### config.mk
export PLATFORM = sky130hd
export DESIGN_NAME = arm_sysreg_bus_decoder_top
export DESIGN_NICKNAME = d
export VERILOG_FILES = /design/src/design/asbd_pkg.sv /design/src/design/asbd_decode.sv /design/src/design/arm_sysreg_bus_decoder_top.sv
export SDC_FILE = /design/constraint.sdc
export NUM_CORES = 1
export LEC_CHECK = 0
export ABC_AREA = 1
export BUFFER_PORTS_ARGS = -buffer_cell sky130_fd_sc_hd__clkbuf_2
export CAP_MARGIN = 20
export CORE_MARGIN = 2
export CORE_UTILIZATION = 40
export DETAILED_ROUTE_END_ITERATION = 6
export GPL_ROUTABILITY_DRIVEN = 0
export GPL_TIMING_DRIVEN = 0
export PLACE_DENSITY = 0.58
export SYNTH_ARGS = -nofsm -noshare
export SYNTH_HDL_FRONTEND = slang
export SYNTH_SLANG_ARGS = --single-unit
### constraint.sdc
create_clock -name clk -period 4.6 [get_ports clk]
set_clock_uncertainty 0.1 [all_clocks]
set_input_delay 0.92 -clock clk [delete_from_list [all_inputs] [get_ports clk]]
set_output_delay 0.92 -clock clk [all_outputs]
set_load 0.05 [all_outputs]
### src/design/asbd_pkg.sv
`timescale 1ns / 1ps

package asbd_pkg;

  localparam logic [31:0] AddrTimerOneCtrl  = 32'he000_8004;
  localparam logic [31:0] AddrTimerOneCount = 32'he000_8008;
  localparam logic [31:0] AddrTickCtrl      = 32'he000_e010;
  localparam logic [31:0] AddrTickReload    = 32'he000_e014;
  localparam logic [31:0] AddrTickCount     = 32'he000_e018;
  localparam logic [31:0] AddrTickCalib     = 32'he000_e01c;
  localparam logic [31:0] AddrAccelCtrl     = 32'he01f_c000;
  localparam logic [31:0] AddrAccelId       = 32'he01f_c100;
  localparam logic [3:0]  SysRangeTop       = 4'he;

  localparam logic [16:0] TickCtrlMask   = 17'h1_0007;
  localparam int unsigned TickFlagBit    = 16;
  localparam int unsigned TickEnableBit  = 0;
  localparam logic [31:0] AccelIdValue   = 32'h0000_0001;

  typedef enum logic [1:0] {
    SIZE_BYTE = 2'd0,
    SIZE_HALF = 2'd1,
    SIZE_WORD = 2'd2,
    SIZE_WIDE = 2'd3
  } size_t;

  typedef enum logic [1:0] {
    CART_NONE  = 2'd0,
    CART_GRANT = 2'd1,
    CART_FAULT = 2'd2,
    CART_OTHER = 2'd3
  } cart_t;

  typedef struct packed {
    logic        req_type;
    logic [1:0]  size_code;
    logic [31:0] address;
    logic [31:0] write_data;
    logic [1:0]  cart_status;
    logic [31:0] cart_data;
  } access_t;

  typedef struct packed {
    logic [31:0] read_data;
    logic        fault;
  } result_t;

  typedef struct packed {
    logic [31:0] timer_one_control;
    logic [31:0] timer_one_count;
    logic [16:0] tick_control;
    logic [23:0] tick_reload;
    logic [23:0] tick_count;
    logic [23:0] tick_calibration;
    logic [31:0] accel_control;
  } regs_t;

endpackage

### src/design/asbd_decode.sv
`timescale 1ns / 1ps

module asbd_decode (
  input  asbd_pkg::access_t acc,
  input  asbd_pkg::regs_t   regs,
  output asbd_pkg::result_t res,
  output asbd_pkg::regs_t   regs_next
);

  logic misaligned;
  logic rd_hit;
  logic [31:0] rd_word;

  always_comb begin
    case (asbd_pkg::size_t'(acc.size_code))
      asbd_pkg::SIZE_BYTE: misaligned = 1'b0;
      asbd_pkg::SIZE_HALF: misaligned = acc.address[0];
      default:             misaligned = (acc.address[1:0] != 2'b00);
    endcase
  end

  always_comb begin
    rd_hit  = 1'b1;
    rd_word = '0;
    case (acc.address)
      asbd_pkg::AddrTimerOneCtrl:  rd_word = regs.timer_one_control;
      asbd_pkg::AddrTimerOneCount: rd_word = regs.timer_one_count;
      asbd_pkg::AddrTickCtrl:      rd_word = {15'd0, regs.tick_control};
      asbd_pkg::AddrTickReload:    rd_word = {8'd0, regs.tick_reload};
      asbd_pkg::AddrTickCount:     rd_word = {8'd0, regs.tick_count};
      asbd_pkg::AddrTickCalib:     rd_word = {8'd0, regs.tick_calibration};
      asbd_pkg::AddrAccelCtrl:     rd_word = regs.accel_control;
      asbd_pkg::AddrAccelId:       rd_word = asbd_pkg::AccelIdValue;
      default:                     rd_hit  = 1'b0;
    endcase
  end

  always_comb begin
    regs_next     = regs;
    res.read_data = '0;
    res.fault     = 1'b0;
    if (misaligned) begin
      res.fault = 1'b1;
    end else if (acc.cart_status == asbd_pkg::CART_GRANT) begin
      if (!acc.req_type) begin
        res.read_data = acc.cart_data;
      end
    end else if (acc.cart_status == asbd_pkg::CART_FAULT) begin
      res.fault = 1'b1;
    end else if (acc.req_type) begin
      // every mapped register sits inside the ignored system range
      res.fault = (acc.address[31:28] != asbd_pkg::SysRangeTop);
      case (acc.address)
        asbd_pkg::AddrTimerOneCtrl:  regs_next.timer_one_control = acc.write_data;
        asbd_pkg::AddrTimerOneCount: regs_next.timer_one_count = acc.write_data;
        asbd_pkg::AddrTickCtrl: begin
          // rising enable reloads the counter
          if (!regs.tick_control[asbd_pkg::TickEnableBit] &&
              acc.write_data[asbd_pkg::TickEnableBit]) begin
            regs_next.tick_count = regs.tick_reload;
          end
          regs_next.tick_control = acc.write_data[16:0] & asbd_pkg::TickCtrlMask;
        end
        asbd_pkg::AddrTickReload:    regs_next.tick_reload = acc.write_data[23:0];
        asbd_pkg::AddrTickCount:     regs_next.tick_count = acc.write_data[23:0];
        asbd_pkg::AddrTickCalib:     regs_next.tick_calibration = acc.write_data[23:0];
        asbd_pkg::AddrAccelCtrl:     regs_next.accel_control = acc.write_data;
        default: ;
      endcase
    end else begin
      res.fault = !rd_hit;
      if (rd_hit) begin
        res.read_data = rd_word;
      end
      if (acc.address == asbd_pkg::AddrTickCtrl) begin
        regs_next.tick_control[asbd_pkg::TickFlagBit] = 1'b0;
      end
    end
  end

endmodule

### src/design/arm_sysreg_bus_decoder_top.sv
`timescale 1ns / 1ps
// Each accepted word is decoded from the input register and registered as a result word.
// Throughput: one word per cycle unless out_stall holds a valid result; the input register
// and result register form a two-stage pipeline, and registers update as a word enters
// the result stage. Reset (synchronous, active high) empties both stages and clears all
// timer, SysTick and accelerator registers to zero.

module arm_sysreg_bus_decoder_top (
  input  logic        clk,
  input  logic        rst,
  input  logic        in_valid,
  output logic        in_stall,
  input  logic        req_type,
  input  logic [1:0]  size_code,
  input  logic [31:0] address,
  input  logic [31:0] write_data,
  input  logic [1:0]  cart_status,
  input  logic [31:0] cart_data,
  output logic        out_valid,
  input  logic        out_stall,
  output logic [31:0] read_data,
  output logic        fault
);

  logic              s1_valid;
  asbd_pkg::access_t s1_acc;
  asbd_pkg::regs_t   regs;
  asbd_pkg::regs_t   regs_next;
  asbd_pkg::result_t res_next;
  asbd_pkg::result_t res;
  logic              out_free;
  logic              s1_move;
  logic              in_take;

  assign out_free = !out_valid || !out_stall;
  assign s1_move  = s1_valid && out_free;
  assign in_stall = s1_valid && !out_free;
  assign in_take  = in_valid && !in_stall;

  asbd_decode u_decode (
    .acc       (s1_acc),
    .regs      (regs),
    .res       (res_next),
    .regs_next (regs_next)
  );

  always_ff @(posedge clk) begin
    if (rst) begin
      s1_valid <= 1'b0;
    end else if (in_take) begin
      s1_valid <= 1'b1;
    end else if (s1_move) begin
      s1_valid <= 1'b0;
    end
  end

  always_ff @(posedge clk) begin
    if (in_take) begin
      s1_acc <= '{req_type:    req_type,
                  size_code:   size_code,
                  address:     address,
                  write_data:  write_data,
                  cart_status: cart_status,
                  cart_data:   cart_data};
    end
  end

  always_ff @(posedge clk) begin
    if (rst) begin
      regs <= '0;
    end else if (s1_move) begin
      regs <= regs_next;
    end
  end

  always_ff @(posedge clk) begin
    if (rst) begin
      out_valid <= 1'b0;
    end else if (out_free) begin
      out_valid <= s1_valid;
    end
  end

  always_ff @(posedge clk) begin
    if (s1_move) begin
      res <= res_next;
    end
  end

  assign read_data = res.read_data;
  assign fault     = res.fault;

endmodule
# Word-level counts from Yosys, hierarchy flattened
# Index checks and enable logic that the tools add are counted.
# classes
mux,18
eq_ne,13
bitwise,3
reduce_logical,24
# op_table
cell,count
"== test 32 bit, second input constant",8
case mux 32 bit (8 select lines),1
two-way mux 32 bit,5
case mux 24 bit (2 select lines),1
AND reduction 6 bit,6
two-way mux 24 bit,1
two-way mux 17 bit,1
two-way mux 1 bit,8
OR reduction 8 bit,1
AND reduction 7 bit,1
zero test 1 bit,6
nonzero test 2 bit,3
AND reduction 5 bit,1
"== test 2 x 1 -> 1 bit, second input constant",2
logical AND 1 bit,4
"inequality test 4 bit, second input constant",1
NOT 1 bit,3
"== test 2 bit, second input constant",1
zero test 2 bit,1
"inequality test 2 x 1 -> 1 bit, second input constant",1
case mux 1 bit (2 select lines),1
logical OR 1 bit,1
# totals
reg_bits,308
out_inout_bits,35
input_bits,105

# Depth between registers and ports, before layout
# depth
ltp_word,7
depth_mapped,14

# Hierarchy
# Synthesis repeated with hierarchy kept, for this count alone.
# unflattened
hier_cells,2493
area_unflattened_um2,17329.1
# by_module_without_submodules
module,area_per_inst_um2,instances,cells_each,seq_area_each_um2
arm_sysreg_bus_decoder_top,12278.0,1,1359,7767.4
asbd_decode,5051.1,1,1134,0.0

# Worst setup path after synthesis
# Ideal clock, no wire load.
# synth_path
path_kind,input port to flip-flop
start,in out_stall
end,reg s1_acc[0] (netlist name) (enable)
path_stages,5
t_arrival_ns,3.380
setup_slack_ns,0.665
path_cell_list,nand2_1 nor2_1 inv_1 nand2_1 inv_1
# synth_between
elab_chain_len,6
# synth_lines
item,line,text
start: declaration,arm_sysreg_bus_decoder_top.sv:20,"input logic out_stall,"
zero test 1 bit,arm_sysreg_bus_decoder_top.sv:35,assign out_free = !out_valid || !out_stall;
logical OR 1 bit,arm_sysreg_bus_decoder_top.sv:35,
zero test 1 bit,arm_sysreg_bus_decoder_top.sv:37,assign in_stall = s1_valid && !out_free;
logical AND 1 bit,arm_sysreg_bus_decoder_top.sv:37,
named net in_stall,arm_sysreg_bus_decoder_top.sv:12,"output logic in_stall,"
zero test 1 bit,arm_sysreg_bus_decoder_top.sv:38,assign in_take = in_valid && !in_stall;
logical AND 1 bit,arm_sysreg_bus_decoder_top.sv:38,
named net in_take,arm_sysreg_bus_decoder_top.sv:33,logic in_take;
end signal: assignment,arm_sysreg_bus_decoder_top.sv:59,"s1_acc <= '{req_type: req_type,"
end: declaration,arm_sysreg_bus_decoder_top.sv:26,asbd_pkg::access_t s1_acc;
# The timed path passes the listed nets, and every way through them passes these cells.
# A chain may end at the register's enable or synchronous reset.

# Worst setup path in the final report
# layout_path
start,reg s1_acc[73] (netlist name)
end,"reg res (netlist bit read_data[15]), data pin"
# layout_between
elab_chain_len,7
word_cells_on_any_way,15
classes_between,eq/ne: 8; mux: 6; reduce/logical: 1
# layout_lines
item,line,text
== test 32 bit,asbd_decode.sv:25,case (acc.address)
OR reduction 8 bit (no source line),-,
two-way mux 1 bit,asbd_decode.sv:25,
two-way mux 32 bit *,asbd_decode.sv:72,if (rd_hit) begin
two-way mux 32 bit *,asbd_decode.sv:50,end else if (acc.req_type) begin
two-way mux 32 bit *,asbd_decode.sv:48,end else if (acc.cart_status == asbd_pkg::CART_FAULT) begin
two-way mux 32 bit *,asbd_decode.sv:44,end else if (acc.cart_status == asbd_pkg::CART_GRANT) begin
end signal: assignment,arm_sysreg_bus_decoder_top.sv:86,res <= res_next;
end: declaration,arm_sysreg_bus_decoder_top.sv:30,asbd_pkg::result_t res;
# Every way passes the cells marked *; elsewhere a longest branch is shown, timed or not.

==> PnR_summary.wiki <==
{| class="wikitable"
! Metric !! Value
|-
| Proportion of power drawn by the clock network || 0.466
|-
| Crit-path max FO || 10
|-
| Total die area || between 0.03 and 0.04 sq mm
|-
| Hold buffer count at CTS || 0
|-
| Number of antenna repair diodes || 0
|-
| Area growth from synthesis to layout || 18.40%
|-
| Count of max-cap constraint violations || 0
|-
| Critical Path Source Type || flop
|-
| Instance count of the mapped netlist || between 1000 and 1500
|-
| Skew-Pair Late Insertion Delay || 0.52 ns
|-
| Iter 0 DRT Violations || between 800 and 900
|-
| Aggregate global-route resource usage || 0.2241
|-
| Arrival time of data at the critical path endpoint || 2.97 ns
|-
| Classification of the worst setup path || reg -> reg
|-
| Top delay family on crit path || simple AND/OR/NAND/NOR gates
|-
| Placement Cell Area || 0.01492 sq mm
|-
| Power Density || around 380 mW/mm^2
|-
| Final Setup Violations || 0
|-
| Period Utilization, post-route || 0.5882
|-
| Relative contribution of combinational cells to total power || 0.047
|-
| Maximum resistive drop on vdd || 265.6 uV
|-
| Number of sinks handled by clock tree synthesis || roughly 310
|-
| H-tree depth || 2
|-
| Final Slew Violations || 0
|-
| Unrepaired setup endpoints after global routing || no
|-
| Most prevalent standard cell on the critical path || sky130_fd_sc_hd__nand2_1
|-
| Fmax || approximately 370 MHz
|-
| Total net switching power || about 0.0014 W
|-
| Cell-by-cell trace of the critical path || inv_1, nand2_1, nor2_1, nand2_1, nor2_1, nand2_1, clkbuf_1, o21ai_0, inv_1, nand2_1, nand3_1, a21oi_1
|-
| First-pass GRT wire length || a little over 60000 microns
|-
| Final HPWL DP || around 28000 microns
|-
| Count of unique library cells instantiated by Yosys || 32
|-
| Initial antenna violation count || 0
|-
| Via count of the first global-routing pass || ~11000
|-
| I/O pin total || 140
|-
| Worst EP required || 4.86 ns
|-
| Number of cells upsized or downsized after cts || 0
|-
| Top cells by area in the synthesized netlist || sky130_fd_sc_hd__edfxtp_1, sky130_fd_sc_hd__dfxtp_1, sky130_fd_sc_hd__nand3_1, sky130_fd_sc_hd__nor2_1, sky130_fd_sc_hd__a211oi_1
|-
| Final period demand of the worst path || between 2 and 3 ns
|-
| Number of storage elements in the synthesis netlist || just over 300
|-
| Seq/Total Area, Yosys || 0.5516
|-
| Worst slew pin tran || between 0.9 and 1 ns
|-
| Antenna Nets Post-Route || 0
|-
| Postcts setup bufs || 0
|-
| Average wire length per cell after detail routing || 18.58 microns
|-
| Count of port buffers added during placement || between 100 and 150
|-
| Worst slew margin relative to its limit || 0.3342
|-
| Die span in y || between 150 and 200 microns
|-
| Clock tree from TritonCTS || done
|-
| Placeable core region || roughly 0.034 sq mm
|-
| Kind of end point of the critical path || flop
|-
| Worst Hold Class || reg -> reg
|-
| Leak pwr || 6.433 nW
|-
| Width of the die || around 190 microns
|-
| Share of the synthesized area in the top cell type || 0.2957
|-
| Vias after detailed routing || approximately 11000
|-
| Switching power as a share of total power || 0.2244
|-
| NumNets Final || between 1500 and 2000
|-
| Routed Wire Length || approximately 40000 microns
|-
| Average vias per placed instance || a little over 5
|-
| Cell area after synthesis || between 0.01 and 0.015 sq mm
|-
| Initial Util || 0.4059
|-
| Number of buffer and inverter stages on the critical path || 3
|-
| Worst hold margin || 0.3661 ns
|-
| Post-route design area || around 0.016 sq mm
|-
| Library cell occupying the most area in the post-synthesis netlist || sky130_fd_sc_hd__edfxtp_1
|-
| Final routed DRC violation total || 0
|-
| Cell at the root of the clock tree || sky130_fd_sc_hd__clkbuf_16
|-
| Final count of hold timing violations || 0
|-
| Row count || 67
|-
| Count of yosys warnings during synthesis || 0
|-
| Clock-pin slew of the registers on the worst-case setup and hold paths || 0.06 ns
|-
| Total power of the final layout || roughly 0.006 W
|-
| Status || completed
|-
| Fraction of layout cells with a size suffix above 1 || 0.2190
|-
| Global-route congestion overflow total || 0
|-
| Number of search-and-repair iterations in the first detailed-routing pass || 5
|-
| Cell with the biggest individual delay on the critical path || sky130_fd_sc_hd__clkbuf_1
|-
| Delay of the slowest critical-path stage || 0.47 ns
|-
| Worst-case clock buffer depth || 3
|-
| Total nets after synthesis || 1595
|-
| Share of total power in sequential cells || 0.487
|-
| Largest net degree at the start of global routing || between 50 and 60
|-
| Num CTS Buffers || 36
|-
| Post-Synthesis Mean Instance Area || 9.146 sq um
|-
| Internal cell power || ~0.0047 W
|}
## kinds of logic (layout without fill, tap and decap cells)
kind of cell	Yosys count	count (layout)	synth area share
simple gates	693	693	0.2403
flops	308	308	0.5516
buf+inv	249	455	0.08357
compound gates	236	236	0.1226
fa+ha+maj	2	2	0.001838
## power by group through the flow
| stage | Clock [W] | Combinational, W | Sequential [W] |
|---|---|---|---|
| 2_1_floorplan | 0 | 0.000106 | 0.00307 |
| 3_3_place_gp | 0 | 0.000277 | 0.00303 |
| 3_5_place_dp | 0 | 0.000286 | 0.00302 |
| 4_1_cts | 0.00288 | 0.000287 | 0.00296 |
| 5_1_grt | 0.00299 | 0.000310 | 0.00297 |
| 6_report | 0.00284 | 0.000284 | 0.00296 |
## metal layers
metal | part of all wire | vias to the layer above | track usage
met1 | 0.44 | 5182 | 0.3018
li1 | - | 5389 | -
met4 | 0.040 | 0 | 0.09075
met2 | 0.45 | 405 | 0.3575
met5 | 0 | - | 0
met3 | 0.067 | 93 | 0.04023
## cells in the final DEF, fill, tap and decap left out, types with 4 or more instances in the layout
cell type	count
sky130_fd_sc_hd__a211oi_2	32
sky130_fd_sc_hd__o21ai_0	65
sky130_fd_sc_hd__nor2_1	229
sky130_fd_sc_hd__buf_6	10
sky130_fd_sc_hd__nand3_1	174
sky130_fd_sc_hd__nor3_2	12
sky130_fd_sc_hd__nor3b_1	4
sky130_fd_sc_hd__buf_2	35
sky130_fd_sc_hd__nand4_1	10
sky130_fd_sc_hd__clkbuf_8	7
sky130_fd_sc_hd__inv_1	143
sky130_fd_sc_hd__nor3_1	5
sky130_fd_sc_hd__clkbuf_16	39
sky130_fd_sc_hd__clkbuf_1	42
sky130_fd_sc_hd__buf_4	16
sky130_fd_sc_hd__nor3b_2	20
sky130_fd_sc_hd__o21ai_1	5
sky130_fd_sc_hd__dfxtp_1	174
sky130_fd_sc_hd__nand2_2	9
sky130_fd_sc_hd__clkbuf_2	138
sky130_fd_sc_hd__a21oi_1	35
sky130_fd_sc_hd__buf_1	4
sky130_fd_sc_hd__nand2_1	195
sky130_fd_sc_hd__nor2_2	29
sky130_fd_sc_hd__edfxtp_1	134
sky130_fd_sc_hd__a211oi_1	99
sky130_fd_sc_hd__clkinv_2	8
## state kept, by name, summed over array words and instances, names as in the netlist
| name | count |
|---|---|
| read_data | 32 |
| out_valid | 1 |
| regs | 172 |
| fault | 1 |
| s1_acc | 101 |
| s1_valid | 1 |
## synth_stat cells (all sizes together)
cell	n
o21ai	70
a21oi	35
nand4	10
dfxtp	174
nor3b	24
buf	67
nor2	260
clkbuf	34
edfxtp	134
nor4	1
clkinv	1
nand2	205
a211oi	131
inv	147
ha	2
nand3	176
nor3	17
## through the flow
step	utilization	std cells	setup TNS (ns)	setup slack, ns
6_report	0.4805	2142	0	1.894
5_1_grt	0.4805	2142	0	1.605
4_1_cts	0.4805	2142	0	1.847
3_5_place_dp	0.4449	2076	0	1.697
3_3_place_gp	0.4432	2074	-17.73	-0.1885
2_1_floorplan	-	1488	0	0.6653
## tightest hold or removal path: cells and delay by family (launching register included)
kind	cells	cell delay (ns)
DFF	1	0.31
AOI/OAI and AO/OA	1	0.06
buffers and inverters	1	0.06
## final timing paths
kind / cells after the start / start / endpoint / slack, ns
setup / recovery: 12 / s1_acc[73] / read_data[15] / 1.89
hold / removal: 2 / regs[28] / regs[28] / 0.37
hold reg to reg: 2 / regs[28] / regs[28] / 0.37
setup reg to reg: 12 / s1_acc[73] / read_data[15] / 1.89
## area by class of cell
class / count / area [sq um]
sequential: 308 / 7507
timing repair buffer: 140 / 745.7
clock buffer: 54 / 1102
tap: 448 / 560.5
clock inverter: 12 / 92.59
multi-input combinational: 931 / 4965
buffer: 101 / 580.6
fill: 3231 / 17420
inverter: 148 / 559.3
(Power assumes the default switching activity.)
